### config.mk
export PLATFORM = sky130hd
export DESIGN_NAME = pmdr_cmd_queue
export DESIGN_NICKNAME = d
export VERILOG_FILES = /design/src/rtl/core/pmdr_pkg.sv /design/src/rtl/core/pmdr_cmd_queue.sv
export SDC_FILE = /design/constraint.sdc
export NUM_CORES = 1
export LEC_CHECK = 0
export BUFFER_PORTS_ARGS = -buffer_cell sky130_fd_sc_hd__buf_2
export CORE_ASPECT_RATIO = 0.9
export CORE_MARGIN = 2
export CORE_UTILIZATION = 51
export CTS_CLUSTER_SIZE = 8
export DETAILED_ROUTE_END_ITERATION = 10
export PLACE_DENSITY = 0.89
export SYNTH_ARGS = -nofsm -noshare
export SYNTH_HDL_FRONTEND = slang
export SYNTH_SLANG_ARGS = --single-unit
### constraint.sdc
create_clock -name clock -period 2.4 [get_ports clock]
set_input_delay 0.12 -clock clock [delete_from_list [all_inputs] [get_ports clock]]
set_output_delay 0.12 -clock clock [all_outputs]
set_load 0.05 [all_outputs]
### src/rtl/core/pmdr_pkg.sv
package pmdr_pkg;

   // Input beat
   typedef struct packed {
      logic        op;
      logic        frame_start;
      logic [7:0]  stream_byte;
      logic [12:0] read_index;
   } req_type;

   // Result beat
   typedef struct packed {
      logic        kind;
      logic [3:0]  event_res;
      logic [13:0] group_length;
      logic        quality_valid;
      logic [6:0]  quality;
      logic [7:0]  read_byte;
   } rsp_type;

   // Command from front to back: a group read or a finished packet
   typedef struct packed {
      logic        is_read;
      logic [12:0] read_index;
      logic        crc_ok;
      logic [1:0]  flags;
      logic [9:0]  address;
      logic [6:0]  useful;
      logic        bank;
   } cmd_type;

   // Packet byte write into the payload banks
   typedef struct packed {
      logic       en;
      logic       bank;
      logic [6:0] pos;
      logic [7:0] data;
   } pay_wr_type;

   // Payload bank handed back by the back part
   typedef struct packed {
      logic en;
      logic bank;
   } bank_rel_type;

   // Configuration register values
   typedef struct packed {
      logic [10:0] bit_rate;
      logic        disable_assembly;
      logic        report_quality;
   } cfg_type;

   localparam logic [1:0] CSR_BIT_RATE       = 2'd0;
   localparam logic [1:0] CSR_DISABLE_ASSY   = 2'd1;
   localparam logic [1:0] CSR_REPORT_QUALITY = 2'd2;

   localparam logic [3:0] EV_CRC_ERROR   = 4'd0;
   localparam logic [3:0] EV_PADDING     = 4'd1;
   localparam logic [3:0] EV_FOREIGN     = 4'd2;
   localparam logic [3:0] EV_STARTED     = 4'd3;
   localparam logic [3:0] EV_APPENDED    = 4'd4;
   localparam logic [3:0] EV_COMPLETED   = 4'd5;
   localparam logic [3:0] EV_DISCARDED   = 4'd6;
   localparam logic [3:0] EV_IGNORED     = 4'd7;
   localparam logic [3:0] EV_OVERFLOW    = 4'd8;
   localparam logic [3:0] EV_NOT_ASSY    = 4'd9;

   localparam logic [1:0] FL_CONT   = 2'd0;
   localparam logic [1:0] FL_LAST   = 2'd1;
   localparam logic [1:0] FL_FIRST  = 2'd2;
   localparam logic [1:0] FL_SINGLE = 2'd3;

   localparam logic       KIND_REPORT = 1'b0;
   localparam logic       KIND_READ   = 1'b1;

   localparam logic [11:0] FRAME_MAX     = 12'd4095;
   localparam logic [8:0]  QUAL_PERIOD   = 9'd500;
   localparam logic [8:0]  FAIL_MAX      = 9'd511;
   localparam logic [6:0]  QUAL_FULL     = 7'd100;
   localparam logic [15:0] CRC_INIT      = 16'hFFFF;
   localparam logic [15:0] CRC_POLY      = 16'h1021;

   // CRC-16 CCITT over one byte, MSB first
   function automatic logic [15:0] crc_byte(input logic [15:0] crc, input logic [7:0] b);
      logic [15:0] c;
      c = crc ^ {b, 8'h00};
      for (int k = 0; k < 8; k++) begin
         c = c[15] ? ((c << 1) ^ CRC_POLY) : (c << 1);
      end
      return c;
   endfunction

endpackage

### src/rtl/core/pmdr_cmd_queue.sv
module pmdr_cmd_queue
   import pmdr_pkg::*;
(
   input  logic    clock,
   input  logic    reset,
   input  logic    push,
   input  cmd_type push_data,
   output logic    full,
   input  logic    pop,
   output logic    valid,
   output cmd_type pop_data
);

   cmd_type    slot_ff [2];
   logic       wr_ptr_ff, wr_ptr_in;
   logic       rd_ptr_ff, rd_ptr_in;
   logic [1:0] count_ff, count_in;
   logic       do_push, do_pop;

   assign full     = (count_ff == 2'd2);
   assign valid    = (count_ff != 2'd0);
   assign pop_data = slot_ff[rd_ptr_ff];
   assign do_push  = push & ~full;
   assign do_pop   = pop & valid;

   // Advance pointers and count
   always_comb begin
      wr_ptr_in = do_push ? ~wr_ptr_ff : wr_ptr_ff;
      rd_ptr_in = do_pop  ? ~rd_ptr_ff : rd_ptr_ff;
      count_in  = count_ff + 2'(do_push) - 2'(do_pop);
   end

   always_ff @(posedge clock) begin
      if (reset) begin
         wr_ptr_ff <= 1'b0;
         rd_ptr_ff <= 1'b0;
         count_ff  <= '0;
      end else begin
         wr_ptr_ff <= wr_ptr_in;
         rd_ptr_ff <= rd_ptr_in;
         count_ff  <= count_in;
      end
   end

   always_ff @(posedge clock) begin
      if (do_push) begin
         slot_ff[wr_ptr_ff] <= push_data;
      end
   end

endmodule

[Word-level counts from Yosys, hierarchy flattened]
Memory sizes are Yosys's and may differ from the RTL's. A register that Yosys moved wholly into a read port is not among the register bits.
Cells that the tools add are included.
Storage, ports and cells
  register bits after elaboration: 4
  memory bits (writable): 70
  input port bits: 39
  output and inout port bits: 37
  word-level logic and storage cells: 17
  memories: 1
Operators by class
  add/subtract/negate cells: 2
  eq/ne operators: 1
  multiplexer cells: 4
  bitwise logic cells: 5
  reduce and logical (&&, ||, !) cells: 1
Memories
  slot_ff: depth 2, bits a word 35, rd ports 1, clocked after memory_dff 1, wr ports 1, RTL line pmdr_cmd_queue.sv:14  | cmd_type slot_ff [2];
Operators with widths (count)
  2-to-1 mux 1 bit: 4
  inverter 1 bit: 3
  adder 2 x 1 -> 2 bit: 1
  bitwise AND 1 bit: 2
  == test 2 bit (second input constant): 1
  nonzero test 2 bit: 1
  subtractor 2 x 1 -> 2 bit: 1

[Logic depth before layout (Yosys ltp)]
Gate-level depths: netlist (run 1).
  word-level depth: 5
  gate-level depth with buffers: 8
  gate-level depth less buffers: 8

[Least setup slack after synthesis (run 1)]
No wires, ideal clock.
  kind: register to register
  start point: register count_ff[0]
  end point: memory slot_ff[0][0] in the netlist's numbering (enable)
  library setup time: 0.390 ns
  arrival time: 1.641 ns
  data required time: 2.010 ns
  path slack: 0.369 ns
  cell stages (with the launch flop): 5
  period minus slack after synthesis: 2.031 ns
  path through: dfxtp_1 -> nand2b_2 -> inv_2 -> or3_1 -> inv_1
Between the ends
  longest elaborated chain between the ends: 5
RTL lines
  start, declared: RTL line pmdr_cmd_queue.sv:17  | logic [1:0] count_ff, count_in;
  start signal, assigned: RTL line pmdr_cmd_queue.sv:41  | count_ff <= count_in;
  == test 2 bit: RTL line pmdr_cmd_queue.sv:20  | assign full = (count_ff == 2'd2);
  net full: RTL line pmdr_cmd_queue.sv:8  | output logic full,
  inverter 1 bit: RTL line pmdr_cmd_queue.sv:23  | assign do_push = push & ~full;
  bitwise AND 1 bit: RTL line pmdr_cmd_queue.sv:23
  2-to-1 mux 1 bit: RTL line pmdr_cmd_queue.sv:46  | if (do_push) begin
  2-to-1 mux 1 bit (not written as such): RTL line pmdr_cmd_queue.sv:47  | slot_ff[wr_ptr_ff] <= push_data;
  end, declared: RTL line pmdr_cmd_queue.sv:14
The timed path passes the listed nets, and every way through them passes these cells.

==> flow_summary.yaml, run 1 <==
layout:
  n_fill_cell: 317
  final_core_util: 0.724
  design_area_mm2: 0.00378
  layout-drive-gt1-share: 0.498
  nets: 297
  areaGrowthSynthToFinish_pct: 37.1
  diodes: 0
drt:
  drc: 0
  vias_per_cell: 4.92
  vias: 1614
  wl_per_cell_um: 15.8
  first_pass_iters: 6
  ant_nets: 0
  wirelength_um: 5180
  drt-initial-drc-count: 88
logic_synthesis:
  synth-simple-area-share: 0.0181
  synth_adder_area_share: 0.00907
  synth_compound_area_frac: 0.00635
  async_reset_ff_frac: 0
  yosys.area.top_type: "edfxtp_1"
  synth_top_family_by_area: "multiplexers"
  synth_area_per_cell_um2: 20.4
  yosysMostFrequentCell: "edfxtp_1"
  synth_cell_types: 20
  synth.area.top_cells: "edfxtp_1, mux2_2, dfxtp_1, ha_1, buf_4"
  synth_ff_type: "edfxtp_1"
  synth_seq_cells: 75
  synthCells: 135
  synth_nets: 176
  synth_common_cells: "edfxtp_1, mux2_2, dfxtp_1"
  synth.area.mux_share: 0.143
  synth_top_area_share: 0.762
  synth_edf_count: 70
  synth_xor_area_frac: 0.00953
  yosysWarnings: 0
  syn_area_mm2: 0.00276
  yosysSeqAreaShare: 0.799
timing:
  rsz0062_at_grt: "false"
  fin_tns_setup_ns: 0
  post-route-period-util: 0.808
  max_freq_mhz: 515
  hold_violations: 0
  period_minus_slack_ns: 1.94
  maxSlewHeadroom: 0.663
  final.setup_skew_ns: 0.00545
  slew_violations: 0
  worstMarginPinSlew_ns: 0.505
  finalSetupViolations: 0
setup_path:
  r2r-start: "count_ff[0]"
  startpoint_type: "flip-flop"
  ff2ff_path_depth: 5
  critPathKind: "flip-flop to output pin"
  regToRegSetupSlack_ns: 0.69
  cp.arrival_ns: 1.82
  crit_path_end_kind: "output pin"
  critPathRequiredTime_ns: 2.28
  r2r-end: "slot_ff[0][7]"
  cp_max_fo: 25
cts:
  cts-root-buf: "clkbuf_8"
  cts.path.max_buffers: 2
  numCtsBuffers: 9
  cts.sinks: 75
  clock_latency_ns: 0.33
  path_clk_slew_ns: 0.07
  cts_tree: "done"
  cts.htree.levels: 3
  cts_setup_buffers: 0
hold_path:
  hold_class: "input pin to flip-flop"
  hp-start: "push"
  min_delay_path_depth: 4
  worstHoldEndpoint: "wr_ptr_ff"
floorplan:
  boundaryPins: 76
  die_h_um: 73.8
  rows: 25
  die_area_mm2: 0.00601
  core-area_mm2: 0.00522
  start_util: 0.528
  die_w_um: 81.5
global_route:
  grt_pass1_wl_um: 7710
  antenna_found_initial: 0
  grt_pass1_vias: 1690
  grt_use_total: 0.183
  globalRoute.totalOverflow: 0
  grt_max_degree: 36
place:
  placed_area_mm2: 0.00324
  place.gp.congestion: 0.703
  portBuffers: 75
  dpl.hpwl_um: 3260
run:
  max_cap_viol_count: 0
pwr:
  power_per_cell_area_mw_per_mm2: 1080
  vdd_ir_drop_max_mv: 0.765
  leakage_uw: 0.00147
outcome:
  status: "completed"
-- timing repair --
item / 4_1_cts / 5_1_grt
endpoints found under the hold margin: 70 / 1
hold buffers: 35 / 1
resized for setup: 0 / 0
-- worst max path at each step --
| stage | startpoint | endpoint | slack [ns] |
|---|---|---|---|
| 2_1_floorplan | count_ff[0] | slot_ff[0][0] | 0.37 |
| 3_3_place_gp | count_ff[0] | slot_ff[0][18] | 0.76 |
| 3_5_place_dp | count_ff[0] | slot_ff[0][18] | 0.71 |
| 4_1_cts | flip-flop | pop_data[9] | 0.43 |
| 5_1_grt | flip-flop | pop_data[9] | 0.36 |
| 6_report | flip-flop | pop_data[9] | 0.46 |
-- cell usage in the layout, fill, tap and decap left out, types with 2 or more instances in the layout --
cell           instances
buf_12                 2
buf_2                 75
clkbuf_8               9
clkinv_1               2
clkinv_2               2
dfxtp_1                5
dlygate4sd3_1         36
edfxtp_1              70
ha_1                   2
inv_1                  3
mux2_2                35
nor2_1                 3
xnor2_1                2
-- kinds of logic after synthesis --
| logic type | after synthesis |
|---|---|
| AO/OA/AOI/OAI | 3 |
| multiplexers | 35 |
| adder cells (fa/ha/maj) | 2 |
| AND/OR/NAND/NOR | 9 |
| buffers and inverters | 8 |
| XOR/XNOR | 3 |
| flip-flops | 75 |
-- layout make-up --
cell class / count / area [um2] / area share
Clock inverter: 6 / 56.3 / 0.0149
Clock buffer: 10 / 128 / 0.0338
Multi-Input combinational cell: 52 / 513 / 0.136
Inverter: 4 / 15.0 / 0.00397
Timing Repair Buffer: 114 / 783 / 0.207
Sequential cell: 75 / 2200 / 0.582
Tap cell: 67 / 83.8 / 0.0222
-- critical path, stage by stage, from the launching register on --
cell	delay (ns)
dfxtp_1	0.64
buf_12	0.25
mux2_2	0.37
buf_2	0.22
-- flip-flops by register name (all words and copies together) (netlist names), named ones only --
name       count
count_ff       2
wr_ptr_ff      1
rd_ptr_ff      1
slot_ff       70
-- metrics by stage --
stage	worst slack (ns)	hold slack (ns)	total power [uW]	cells
floorplan	0.369	0.189	2830	135
global placement	0.760	0.310	3130	276
detailed placement	0.709	0.312	3160	276
CTS	0.430	0.000927	4090	327
global route	0.358	0.191	4240	328
finish	0.460	0.177	4060	328
-- where the power goes --
part	internal, uW	total (uW)	switching (uW)
Clock	472	892	420
Combinational	465	1480	1010
Sequential	1620	1700	72.2
-- per-layer routing --
metal  GRT usage  share of wire
met2       0.309           0.52
met5           0              0
met1       0.213           0.41
met3      0.0590          0.057
met4      0.0847          0.012
Note: power is estimated with default switching activity, not from simulation.
==> run 2: changes to the inputs <==
- clock period: 2.4 -> 1.87 ns (I/O delays scaled with it)
==> flow_summary.yaml, run 2 (synthesis results as in run 1) <==
floorplan:
  boundaryPins: 76
  die_w_um: 81.5
  die_h_um: 73.8
  start_util: 0.528
  die_area_mm2: 0.00601
  rows: 25
  core-area_mm2: 0.00522
timing:
  maxSlewHeadroom: 0.792
  period_minus_slack_ns: 1.67
  final.setup_skew_ns: 0.00456
  fin_tns_setup_ns: 0
  worstMarginPinSlew_ns: 0.312
  finalSetupViolations: 0
  max_freq_mhz: 598
  hold_violations: 0
  post-route-period-util: 0.894
  rsz0062_at_grt: "false"
  slew_violations: 0
drt:
  drc: 0
  first_pass_iters: 4
  ant_nets: 0
  wirelength_um: 5020
  drt-initial-drc-count: 43
  vias: 1588
  vias_per_cell: 4.84
  wl_per_cell_um: 15.3
place:
  dpl.hpwl_um: 3080
  portBuffers: 75
  place.gp.congestion: 0.688
cts:
  cts_tree: "done"
  clock_latency_ns: 0.34
  cts.htree.levels: 3
  numCtsBuffers: 9
  path_clk_slew_ns: 0.06
  cts.sinks: 75
  cts.path.max_buffers: 2
  cts-root-buf: "clkbuf_8"
  cts_resized: 0
layout:
  final_cell_mix: "buf_2, edfxtp_1, dlygate4sd3_1, mux2_2, clkbuf_8"
  layout_commonest_cell: "buf_2"
  top_register: "slot_ff"
  diodes: 0
  areaGrowthSynthToFinish_pct: 38.7
  seq_area_mm2: 0.00220
  nets: 299
  largest_register_ffs: 70
  n_fill_cell: 329
  layout-drive-gt1-share: 0.506
  multi_input_area_um2: 513
  top_regs: "slot_ff x70, count_ff x2"
global_route:
  grt_pass1_wl_um: 7180
  globalRoute.totalOverflow: 0
  grt_max_degree: 36
  antenna_found_initial: 0
  grt_use_total: 0.173
  grt_pass1_vias: 1630
setup_path:
  cp_max_fo: 10
  path_cells: "nand2b_2 > inv_2 > or3_1 > clkinvlp_4 > buf_4"
  cp.arrival_ns: 1.72
  critPathKind: "flip-flop to flip-flop"
  critPathMaxStageDelay_ns: 0.37
  crit_path_end_kind: "flip-flop"
  startpoint_type: "flip-flop"
  critPathRequiredTime_ns: 1.92
  slowest_stage: "dfxtp_1"
run:
  max_cap_viol_count: 0
pwr:
  power_per_cell_area_mw_per_mm2: 1390
  fin_total_pwr_uw: 5310
  vdd_ir_drop_max_mv: 1.13
  leakage_uw: 0.00148
hold_path:
  hold_class: "input pin to flip-flop"
outcome:
  status: "completed"
## run 2: critical path: cells and delay by family, from the launching register on
family / cells / cell delay, ns
buffers and inverters: 3 / 0.50
DFF: 1 / 0.37
and+or+nand+nor: 2 / 0.52
## run 2: path summary, 6_finish.rpt
| kind | from | to | slack [ns] | cells past startpoint |
|---|---|---|---|---|
| hold reg to reg | wr_ptr_ff | wr_ptr_ff | 0.50 | 2 |
| setup reg to reg | count_ff[0] | slot_ff[0][23] | 0.20 | 5 |
| hold / removal | push | wr_ptr_ff | 0.16 | 4 |
| setup / recovery | count_ff[0] | slot_ff[0][23] | 0.20 | 5 |
## run 2: power by group
part           internal [uW]  switching, uW  total (uW)
logic                    617           1320        1930
registers               2090           66.8        2150
clock network            727            493        1220
total                   3430           1880        5310
## run 2: layout make-up
type                       instances  share of cell area
clock buffer                      10              0.0334
clock inverter                     4              0.0177
timing repair buffer             116               0.212
inverter                           4             0.00491
sequential                        75               0.576
multi-input combinational         52               0.134
tap                               67              0.0219
## run 2: layer usage
layer,part of all wire,global-route usage,wire [um]
met2,0.55,0.331,2780
met3,0.063,0.0553,316
met4,0.024,0.0791,119
met1,0.36,0.167,1800
met5,0,0,0
## run 2: what timing repair did
action / CTS / global route
hold endpoints to repair: 75 / 0
buffers inserted: 0 / 0
hold buffers: 36 / 0
## run 2: stage by stage
| step | hold WS, ns | worst slack, ns | instances | cell area [um2] | util |
|---|---|---|---|---|---|
| final | 0.155 | 0.199 | 328 | 3820 | 0.732 |
| after global routing | 0.183 | 0.104 | 328 | 3820 | 0.732 |
| after CTS | 0.149 | 0.181 | 328 | 3820 | 0.732 |
| after detailed placement | 0.286 | 0.212 | 278 | 3270 | 0.626 |
| after global placement | 0.283 | 0.248 | 278 | 3270 | 0.626 |
| after floorplan | 0.163 | 0.0929 | 135 | 2760 | - |
