==> src/rtl/core/pmdr_pkg.sv <==
package pmdr_pkg;

   // Input beat
   typedef struct packed {
      logic        op;
      logic        frame_start;
      logic [7:0]  stream_byte;
      logic [12:0] read_index;
   } req_type;

   // Result beat
   typedef struct packed {
      logic        kind;
      logic [3:0]  event_res;
      logic [13:0] group_length;
      logic        quality_valid;
      logic [6:0]  quality;
      logic [7:0]  read_byte;
   } rsp_type;

   // Command from front to back: a group read or a finished packet
   typedef struct packed {
      logic        is_read;
      logic [12:0] read_index;
      logic        crc_ok;
      logic [1:0]  flags;
      logic [9:0]  address;
      logic [6:0]  useful;
      logic        bank;
   } cmd_type;

   // Packet byte write into the payload banks
   typedef struct packed {
      logic       en;
      logic       bank;
      logic [6:0] pos;
      logic [7:0] data;
   } pay_wr_type;

   // Payload bank handed back by the back part
   typedef struct packed {
      logic en;
      logic bank;
   } bank_rel_type;

   // Configuration register values
   typedef struct packed {
      logic [10:0] bit_rate;
      logic        disable_assembly;
      logic        report_quality;
   } cfg_type;

   localparam logic [1:0] CSR_BIT_RATE       = 2'd0;
   localparam logic [1:0] CSR_DISABLE_ASSY   = 2'd1;
   localparam logic [1:0] CSR_REPORT_QUALITY = 2'd2;

   localparam logic [3:0] EV_CRC_ERROR   = 4'd0;
   localparam logic [3:0] EV_PADDING     = 4'd1;
   localparam logic [3:0] EV_FOREIGN     = 4'd2;
   localparam logic [3:0] EV_STARTED     = 4'd3;
   localparam logic [3:0] EV_APPENDED    = 4'd4;
   localparam logic [3:0] EV_COMPLETED   = 4'd5;
   localparam logic [3:0] EV_DISCARDED   = 4'd6;
   localparam logic [3:0] EV_IGNORED     = 4'd7;
   localparam logic [3:0] EV_OVERFLOW    = 4'd8;
   localparam logic [3:0] EV_NOT_ASSY    = 4'd9;

   localparam logic [1:0] FL_CONT   = 2'd0;
   localparam logic [1:0] FL_LAST   = 2'd1;
   localparam logic [1:0] FL_FIRST  = 2'd2;
   localparam logic [1:0] FL_SINGLE = 2'd3;

   localparam logic       KIND_REPORT = 1'b0;
   localparam logic       KIND_READ   = 1'b1;

   localparam logic [11:0] FRAME_MAX     = 12'd4095;
   localparam logic [8:0]  QUAL_PERIOD   = 9'd500;
   localparam logic [8:0]  FAIL_MAX      = 9'd511;
   localparam logic [6:0]  QUAL_FULL     = 7'd100;
   localparam logic [15:0] CRC_INIT      = 16'hFFFF;
   localparam logic [15:0] CRC_POLY      = 16'h1021;

   // CRC-16 CCITT over one byte, MSB first
   function automatic logic [15:0] crc_byte(input logic [15:0] crc, input logic [7:0] b);
      logic [15:0] c;
      c = crc ^ {b, 8'h00};
      for (int k = 0; k < 8; k++) begin
         c = c[15] ? ((c << 1) ^ CRC_POLY) : (c << 1);
      end
      return c;
   endfunction

endpackage

==> src/rtl/core/pmdr_front.sv <==
module pmdr_front
   import pmdr_pkg::*;
#(
   parameter int PAYLOAD_BYTES = 128
) (
   input  logic         clock,
   input  logic         reset,
   input  cfg_type      cfg,
   input  logic         push,
   output logic         full,
   input  req_type      req,
   output logic         cmd_push,
   output cmd_type      cmd,
   input  logic         cmd_full,
   output pay_wr_type   pay_wr,
   input  bank_rel_type bank_rel
);

   logic [11:0] frame_left_ff, frame_left_in;
   logic [6:0]  pos_ff, pos_in;
   logic [6:0]  plen_ff, plen_in;
   logic [23:0] hdr_ff, hdr_in;
   logic [15:0] crc_ff, crc_in;
   logic [7:0]  prev_ff, prev_in;
   logic        bank_ff, bank_in;
   logic [1:0]  busy_ff, busy_in;

   logic        accept;
   logic [12:0] frame_size;
   logic [11:0] left_e;
   logic [6:0]  pos_e, plen_e, plen_first, pos_n, useful_max;
   logic [23:0] hdr_e, hdr_n;
   logic [15:0] crc_e;
   logic        packet_end;

   // Stall while the queue is full or the bank we fill is still being copied
   assign full   = cmd_full | busy_ff[bank_ff];
   assign accept = push & ~full;

   assign frame_size = 13'(3 * cfg.bit_rate);
   assign plen_first = 7'((3'({1'b0, req.stream_byte[7:6]}) + 3'd1) * 7'd24);

   always_comb begin
      frame_left_in = frame_left_ff;
      pos_in        = pos_ff;
      plen_in       = plen_ff;
      hdr_in        = hdr_ff;
      crc_in        = crc_ff;
      prev_in       = prev_ff;
      bank_in       = bank_ff;
      cmd_push      = 1'b0;
      cmd           = '0;
      pay_wr        = '0;
      packet_end    = 1'b0;
      left_e        = frame_left_ff;
      pos_e         = pos_ff;
      crc_e         = crc_ff;
      hdr_e         = hdr_ff;
      plen_e        = plen_ff;
      pos_n         = pos_ff;
      hdr_n         = hdr_ff;
      useful_max    = '0;
      if (accept && req.op) begin
         // Group read goes straight to the back
         cmd_push       = 1'b1;
         cmd.is_read    = 1'b1;
         cmd.read_index = req.read_index;
      end else if (accept) begin
         // Open a new frame
         if (req.frame_start) begin
            left_e = (frame_size > 13'(FRAME_MAX)) ? FRAME_MAX : frame_size[11:0];
            pos_e  = '0;
            crc_e  = CRC_INIT;
            hdr_e  = '0;
         end
         frame_left_in = left_e;
         pos_in        = pos_e;
         crc_in        = crc_e;
         hdr_in        = hdr_e;
         if (left_e != '0) begin
            plen_e = (pos_e == '0) ? plen_first : plen_ff;
            if (pos_e == '0 && 12'(plen_first) > left_e) begin
               // Packet does not fit: drop the rest of the frame
               frame_left_in = '0;
            end else begin
               frame_left_in = left_e - 12'd1;
               plen_in       = plen_e;
               pay_wr.en     = 1'b1;
               pay_wr.bank   = bank_ff;
               pay_wr.pos    = pos_e;
               pay_wr.data   = req.stream_byte;
               hdr_n = (pos_e < 7'd3) ? {hdr_e[15:0], req.stream_byte} : hdr_e;
               hdr_in = hdr_n;
               if (8'(pos_e) + 8'd2 < 8'(plen_e)) begin
                  crc_in = crc_byte(crc_e, req.stream_byte);
               end
               prev_in = req.stream_byte;
               pos_n   = pos_e + 7'd1;
               pos_in  = pos_n;
               if (pos_n == plen_e) begin
                  // Packet complete: hand it to the back
                  packet_end     = 1'b1;
                  useful_max     = plen_e - 7'd5;
                  cmd_push       = 1'b1;
                  cmd.is_read    = 1'b0;
                  cmd.crc_ok     = ((crc_e ^ CRC_INIT) == {prev_ff, req.stream_byte});
                  cmd.flags      = hdr_n[19:18];
                  cmd.address    = hdr_n[17:8];
                  cmd.useful     = (hdr_n[6:0] > useful_max) ? useful_max : hdr_n[6:0];
                  cmd.bank       = bank_ff;
                  pos_in         = '0;
                  crc_in         = CRC_INIT;
                  hdr_in         = '0;
                  bank_in        = ~bank_ff;
               end
            end
         end
      end
   end

   // Track which payload bank is owned by a queued packet
   always_comb begin
      busy_in = busy_ff;
      if (bank_rel.en) begin
         busy_in[bank_rel.bank] = 1'b0;
      end
      if (packet_end) begin
         busy_in[bank_ff] = 1'b1;
      end
   end

   always_ff @(posedge clock) begin
      if (reset) begin
         frame_left_ff <= '0;
         pos_ff        <= '0;
         plen_ff       <= '0;
         hdr_ff        <= '0;
         crc_ff        <= CRC_INIT;
         bank_ff       <= 1'b0;
         busy_ff       <= '0;
      end else begin
         frame_left_ff <= frame_left_in;
         pos_ff        <= pos_in;
         plen_ff       <= plen_in;
         hdr_ff        <= hdr_in;
         crc_ff        <= crc_in;
         bank_ff       <= bank_in;
         busy_ff       <= busy_in;
      end
   end

   always_ff @(posedge clock) begin
      prev_ff <= prev_in;
   end

   a_rel_busy: assert property (@(posedge clock) disable iff (reset)
      bank_rel.en |-> busy_ff[bank_rel.bank])
      else $error("released a payload bank that was not owned");

   a_pos_in_packet: assert property (@(posedge clock) disable iff (reset)
      pos_ff != '0 |-> pos_ff < plen_ff && 8'(plen_ff) <= 8'(PAYLOAD_BYTES))
      else $error("packet byte position outside packet");

   a_push_room: assert property (@(posedge clock) disable iff (reset)
      cmd_push |-> !cmd_full)
      else $error("command pushed into a full queue");

endmodule

==> config.mk <==
export PLATFORM = sky130hd
export DESIGN_NAME = pmdr_front
export DESIGN_NICKNAME = d
export VERILOG_FILES = /design/src/rtl/core/pmdr_pkg.sv /design/src/rtl/core/pmdr_front.sv
export SDC_FILE = /design/constraint.sdc
export NUM_CORES = 1
export LEC_CHECK = 0
export ABC_AREA = 1
export BUFFER_PORTS_ARGS = -buffer_cell sky130_fd_sc_hd__buf_2
export CORE_ASPECT_RATIO = 0.75
export CORE_UTILIZATION = 64
export DETAILED_ROUTE_END_ITERATION = 12
export GPL_TIMING_DRIVEN = 0
export PLACE_DENSITY = 0.87
export SYNTH_ARGS = -nofsm -noshare
export SYNTH_HDL_FRONTEND = slang
export SYNTH_SLANG_ARGS = --single-unit
==> constraint.sdc <==
create_clock -name clock -period 9.5 [get_ports clock]
set_input_delay 0.475 -clock clock [delete_from_list [all_inputs] [get_ports clock]]
set_output_delay 0.475 -clock clock [all_outputs]
set_load 0.01 [all_outputs]
# Yosys cells after proc, flatten, opt, wreduce, memory -nomap -nowiden
# Cells that the tools add are included.
[classes] n_mul=2 n_addsub=5 n_reduce_logical=9 bitwise=19 n_lt_le_gt_ge=9 n_eq_ne=2 mux=61
[op_table] operator="24-bit two-way mux" n=7
[op_table] operator="13-bit two-way mux" n=9
[op_table] operator="16-bit two-way mux" n=7
[op_table] operator="21-bit two-way mux" n=5
[op_table] operator="12-bit two-way mux" n=6
[op_table] operator="17-bit two-way mux" n=4
[op_table] operator="7-bit two-way mux" n=8
[op_table] operator="3-bit inverter" n=8
[op_table] operator="16-bit == test" n=1
[op_table] operator="16-bit inverter" n=1
[op_table] operator="16-bit bitwise XOR" n=1
[op_table] operator="13-bit by 12-bit greater-than comparator with 1-bit output (second input constant)" n=1
[op_table] operator="2-bit by 11-bit multiplier with 13-bit output (first input constant)" n=1
[op_table] operator="7-bit by 12-bit greater-than comparator with 1-bit output" n=1
[op_table] operator="12-bit nonzero test" n=1
[op_table] operator="12-bit by 1-bit subtractor with 12-bit output (second input constant)" n=1
[op_table] operator="1-bit two-way mux" n=11
[op_table] operator="7-bit by 2-bit adder with 8-bit output (second input constant)" n=1
[op_table] operator="8-bit by 7-bit less-than comparator with 1-bit output" n=1
[op_table] operator="7-bit by 1-bit adder with 7-bit output (second input constant)" n=1
[op_table] operator="7-bit == test" n=1
[op_table] operator="7-bit greater-than comparator" n=1
[op_table] operator="7-bit logical NOT" n=1
[op_table] operator="7-bit by 2-bit less-than comparator with 1-bit output (second input constant)" n=1
[op_table] operator="17 further kinds" n=27
[word_totals] regBits=77 in_bits=42 wordCells=115

# Logic depth before layout (Yosys ltp)
[depth] ltp_word=28 ltp_mapped=31

# Least setup slack after synthesis
# OpenSTA, ideal clock, no wires.
[synth_path] path_type="input to output" from="in req[21] (netlist name)" to="out cmd[5] (netlist name)" slack_ps=4991 cell_stages=22 arrival_time_ps=4034 path_cell_list="inv_2 clkbuf_1 clkbuf_1 nand2_1 ha_1 nand4_2 nand2_1 ha_1 or2_2 nand2_1 ha_1 inv_1 o31ai_1 a21oi_1 o21bai_1 a21oi_1 nor2_1 o22ai_1 inv_1 clkbuf_1 nor2_1 a211oi_2"
[synth_rtl] element="from (decl)" line="pmdr_front.sv:11" text="input req_type req,"
[synth_rtl] element="to (decl)" line="pmdr_front.sv:13" text="output cmd_type cmd,"

==> flow_summary.json <==
{
  "outcome": "completed",
  "syn_area_mm2": 0.00711,
  "port_buffers": 92,
  "start_kind": "input pin",
  "cp_max_fo": 10,
  "h-tree-depth": 3,
  "wire_per_inst_um": 16.0,
  "r2r_slack_ps": 6130,
  "drtIter0Drc": 920,
  "final_cells": 1361,
  "core-area_mm2": 0.0105,
  "antenna_found_initial": 0,
  "rows": 32,
  "crit_type": "in2out",
  "place_worst_setup_slack_ps": 3920,
  "crit_path_end_kind": "output pin",
  "overflow": 0,
  "synth_cells": 1117,
  "fin_util_pct": 76.4,
  "p_leak_nw": 3.93,
  "synth_area_per_cell_um2": 6.37,
  "tns_ps": 0,
  "rsz0062_at_grt": "false",
  "cts_buffers": 9,
  "antennaDiodeCount": 0,
  "fin_crit_sh_pct": 61.3,
  "clockBufferDepth": 2,
  "power_frac_seq_pct": 33.6,
  "intPower_mw": 0.628,
  "grt_pass1_wl_mm": 34.6,
  "ant_nets": 0,
  "worst_pin_slew_ps": 742,
  "finalWeightedCongestion": 0.982,
  "hold_path_depth": 1,
  "r2r-start": "pos_ff[6]$_SDFFE_PP0P_",
  "cts.hold.buffers_added": 0,
  "ys_seq_elements": 73,
  "drv_slew": 0,
  "worstPathArrival_ps": 5350,
  "yosysWarnings": 0,
  "yosysSeqAreaShare_pct": 21.7,
  "dieArea_mm2": 0.0115,
  "required_ps": 9030,
  "setup_ws_ps": 3680,
  "max-slew-margin-rel_pct": 50.5,
  "final_area_mm2": 0.00805,
  "finalClockSkew_ps": 12.8,
  "clockRootBuffer": "clkbuf_16",
  "clkSinkCount": 73,
  "cts_tree": "yes",
  "post_cts_resize_count": 0,
  "area.growth.synth_to_final_pct": 13.1,
  "whs_ps": 349,
  "design.portCount": 96,
  "die_y_um": 93.3,
  "r2r_cells": 19,
  "drv_cap": 0,
  "peakVddDrop_mv": 0.0989,
  "synth_cell_types": 54,
  "clock_latency_ps": 360,
  "max_freq_mhz": 172,
  "avgViaCountPerCell": 5.84,
  "drc": 0,
  "start_util_pct": 67.5,
  "crit_path_end": "cmd[7]",
  "wl_mm": 21.8,
  "grt.total_usage_pct": 38.9,
  "clkTransAtPathRegs_ps": 70,
  "drt_first_pass_iters": 7,
  "power.switching_mw": 0.346,
  "finalHoldViolCount": 0,
  "synth_fp_nets": 1201,
  "first_global_vias": 6993,
  "fillerInstances": 858,
  "dpl_cell_area_mm2": 0.00774,
  "vias": 7949,
  "grt_max_degree": 15,
  "pwr-share-comb_pct": 29.6,
  "setup_viol_count_final": 0,
  "total_power_mw": 0.973,
  "min_path_type": "in2reg",
  "postCtsSetupRepairBufs": 0,
  "startpoint": "req[21]",
  "period_minus_slack_ps": 5820,
  "switching_share_pct": 35.5,
  "nNetsFinal": 1304,
  "clkPwrFrac_pct": 36.8,
  "drive_gt1_share_pct": 16.6,
  "powerDensity_mw_per_mm2": 121,
  "reg2reg_to": "crc_ff[2]$_SDFFE_PP1P_",
  "chipWidth_um": 124,
  "dpl.cell_count": 1345,
  "hpwlAfterDp_mm": 16.5
}
[power groups by stage]
stage | Sequential [mW] | Clock (mW) | Combinational (mW)
5_1_grt | 0.328 | 0.369 | 0.318
3_5_place_dp | 0.334 | 0 | 0.278
4_1_cts | 0.327 | 0.356 | 0.281
2_1_floorplan | 0.333 | 0 | 0.211
6_report | 0.327 | 0.358 | 0.288
3_3_place_gp | 0.334 | 0 | 0.271
[synth_stat cells, drive strengths merged]
master | number | area [µm²]
nor2 | 120 | 494
o21ai | 58 | 298
o22ai | 4 | 37.5
nand4 | 12 | 96.3
o21bai | 2 | 15.0
nand3 | 118 | 663
nor4 | 1 | 6.26
o31ai | 3 | 22.5
o21a | 3 | 22.5
fa | 1 | 20.0
nand3b | 1 | 7.51
nand2 | 294 | 1170
a31oi | 2 | 12.5
edfxtp | 8 | 240
a21boi | 2 | 15.0
xor2 | 33 | 289
clkbuf | 25 | 134
dlygate4sd1 | 1 | 8.76
dlygate4sd3 | 2 | 20.0
and2 | 1 | 6.26
o2111ai | 1 | 8.76
clkinv | 2 | 7.51
buf | 22 | 186
xnor2 | 25 | 219
ha | 41 | 513
inv | 139 | 522
o211ai | 8 | 60.1
or4 | 1 | 7.51
nor3 | 8 | 40.0
a211oi | 9 | 103
dfxtp | 65 | 1300
a21oi | 94 | 493
or2 | 11 | 68.8
[layout by cell type (no fill, tap or decap), types with 25 or more instances in the layout]
cell type,n
inv_1,130
nand2_1,278
xor2_1,33
buf_2,97
o21ai_0,51
dfxtp_1,65
nor2_1,112
ha_1,41
nand3_1,108
xnor2_1,25
a21oi_1,90
[state kept, by name, indices dropped and copies added, names as in the netlist]
signal,count
prev_ff,8
frame_left_ff,12
bank_ff,1
hdr_ff,20
crc_ff,16
busy_ff,2
plen_ff,7
pos_ff,7
[layout make-up]
cell class / instances / area, µm² / share of cell area [%]
buffer: 50 / 349 / 4.34
sequential: 73 / 1540 / 19.2
inverter: 141 / 529 / 6.58
multi-input combinational: 853 / 4690 / 58.3
tap: 136 / 170 / 2.12
clock inverter: 7 / 77.6 / 0.964
clock buffer: 9 / 225 / 2.80
timing repair buffer: 92 / 460 / 5.72
[kinds of logic after synthesis]
family                     synth area share [%]
AOI/OAI and AO/OA                          15.3
xor gates and xnor gates                   7.14
DFF                                        21.7
and+or+nand+nor                            36.0
adders and majority gates                  7.49
buffers and inverters                      12.4
[layer usage]
metal	routed length, µm	global-route usage, %	up-vias
met2	8920	56.8	507
met4	470	11.9	0
li1	-	-	3811
met1	9290	54.0	3584
met3	3090	12.1	47
met5	0	0	-
[worst min path at each step]
stage / start / endpoint / slack [ps]
floorplan: plen_ff[3]$_SDFFE_PP0P_ / plen_ff[3]$_SDFFE_PP0P_ / 430
global placement: plen_ff[5]$_SDFFE_PP0P_ / plen_ff[5]$_SDFFE_PP0P_ / 440
detailed placement: plen_ff[5]$_SDFFE_PP0P_ / plen_ff[5]$_SDFFE_PP0P_ / 450
CTS: req[13] / prev_ff[0]$_DFFE_PP_ / 350
global route: req[13] / prev_ff[0]$_DFFE_PP_ / 350
finish: req[13] / prev_ff[0]$_DFFE_PP_ / 350
[critical path, stage by stage]
cell	delay (ps)
buf_2	120
inv_2	130
clkbuf_1	480
clkbuf_1	460
nand2_1	240
inv_1	160
ha_1	160
nand2_1	50
nand2_1	50
nor2_1	100
clkbuf_1	240
o21ai_0	590
inv_1	100
ha_1	200
o31ai_1	250
a21oi_1	100
o21bai_1	130
a21oi_1	80
nor2_1	90
o22ai_1	70
inv_1	120
clkbuf_1	470
nor2_1	110
a211oi_2	200
buf_2	150
(Power assumes the default switching activity.)
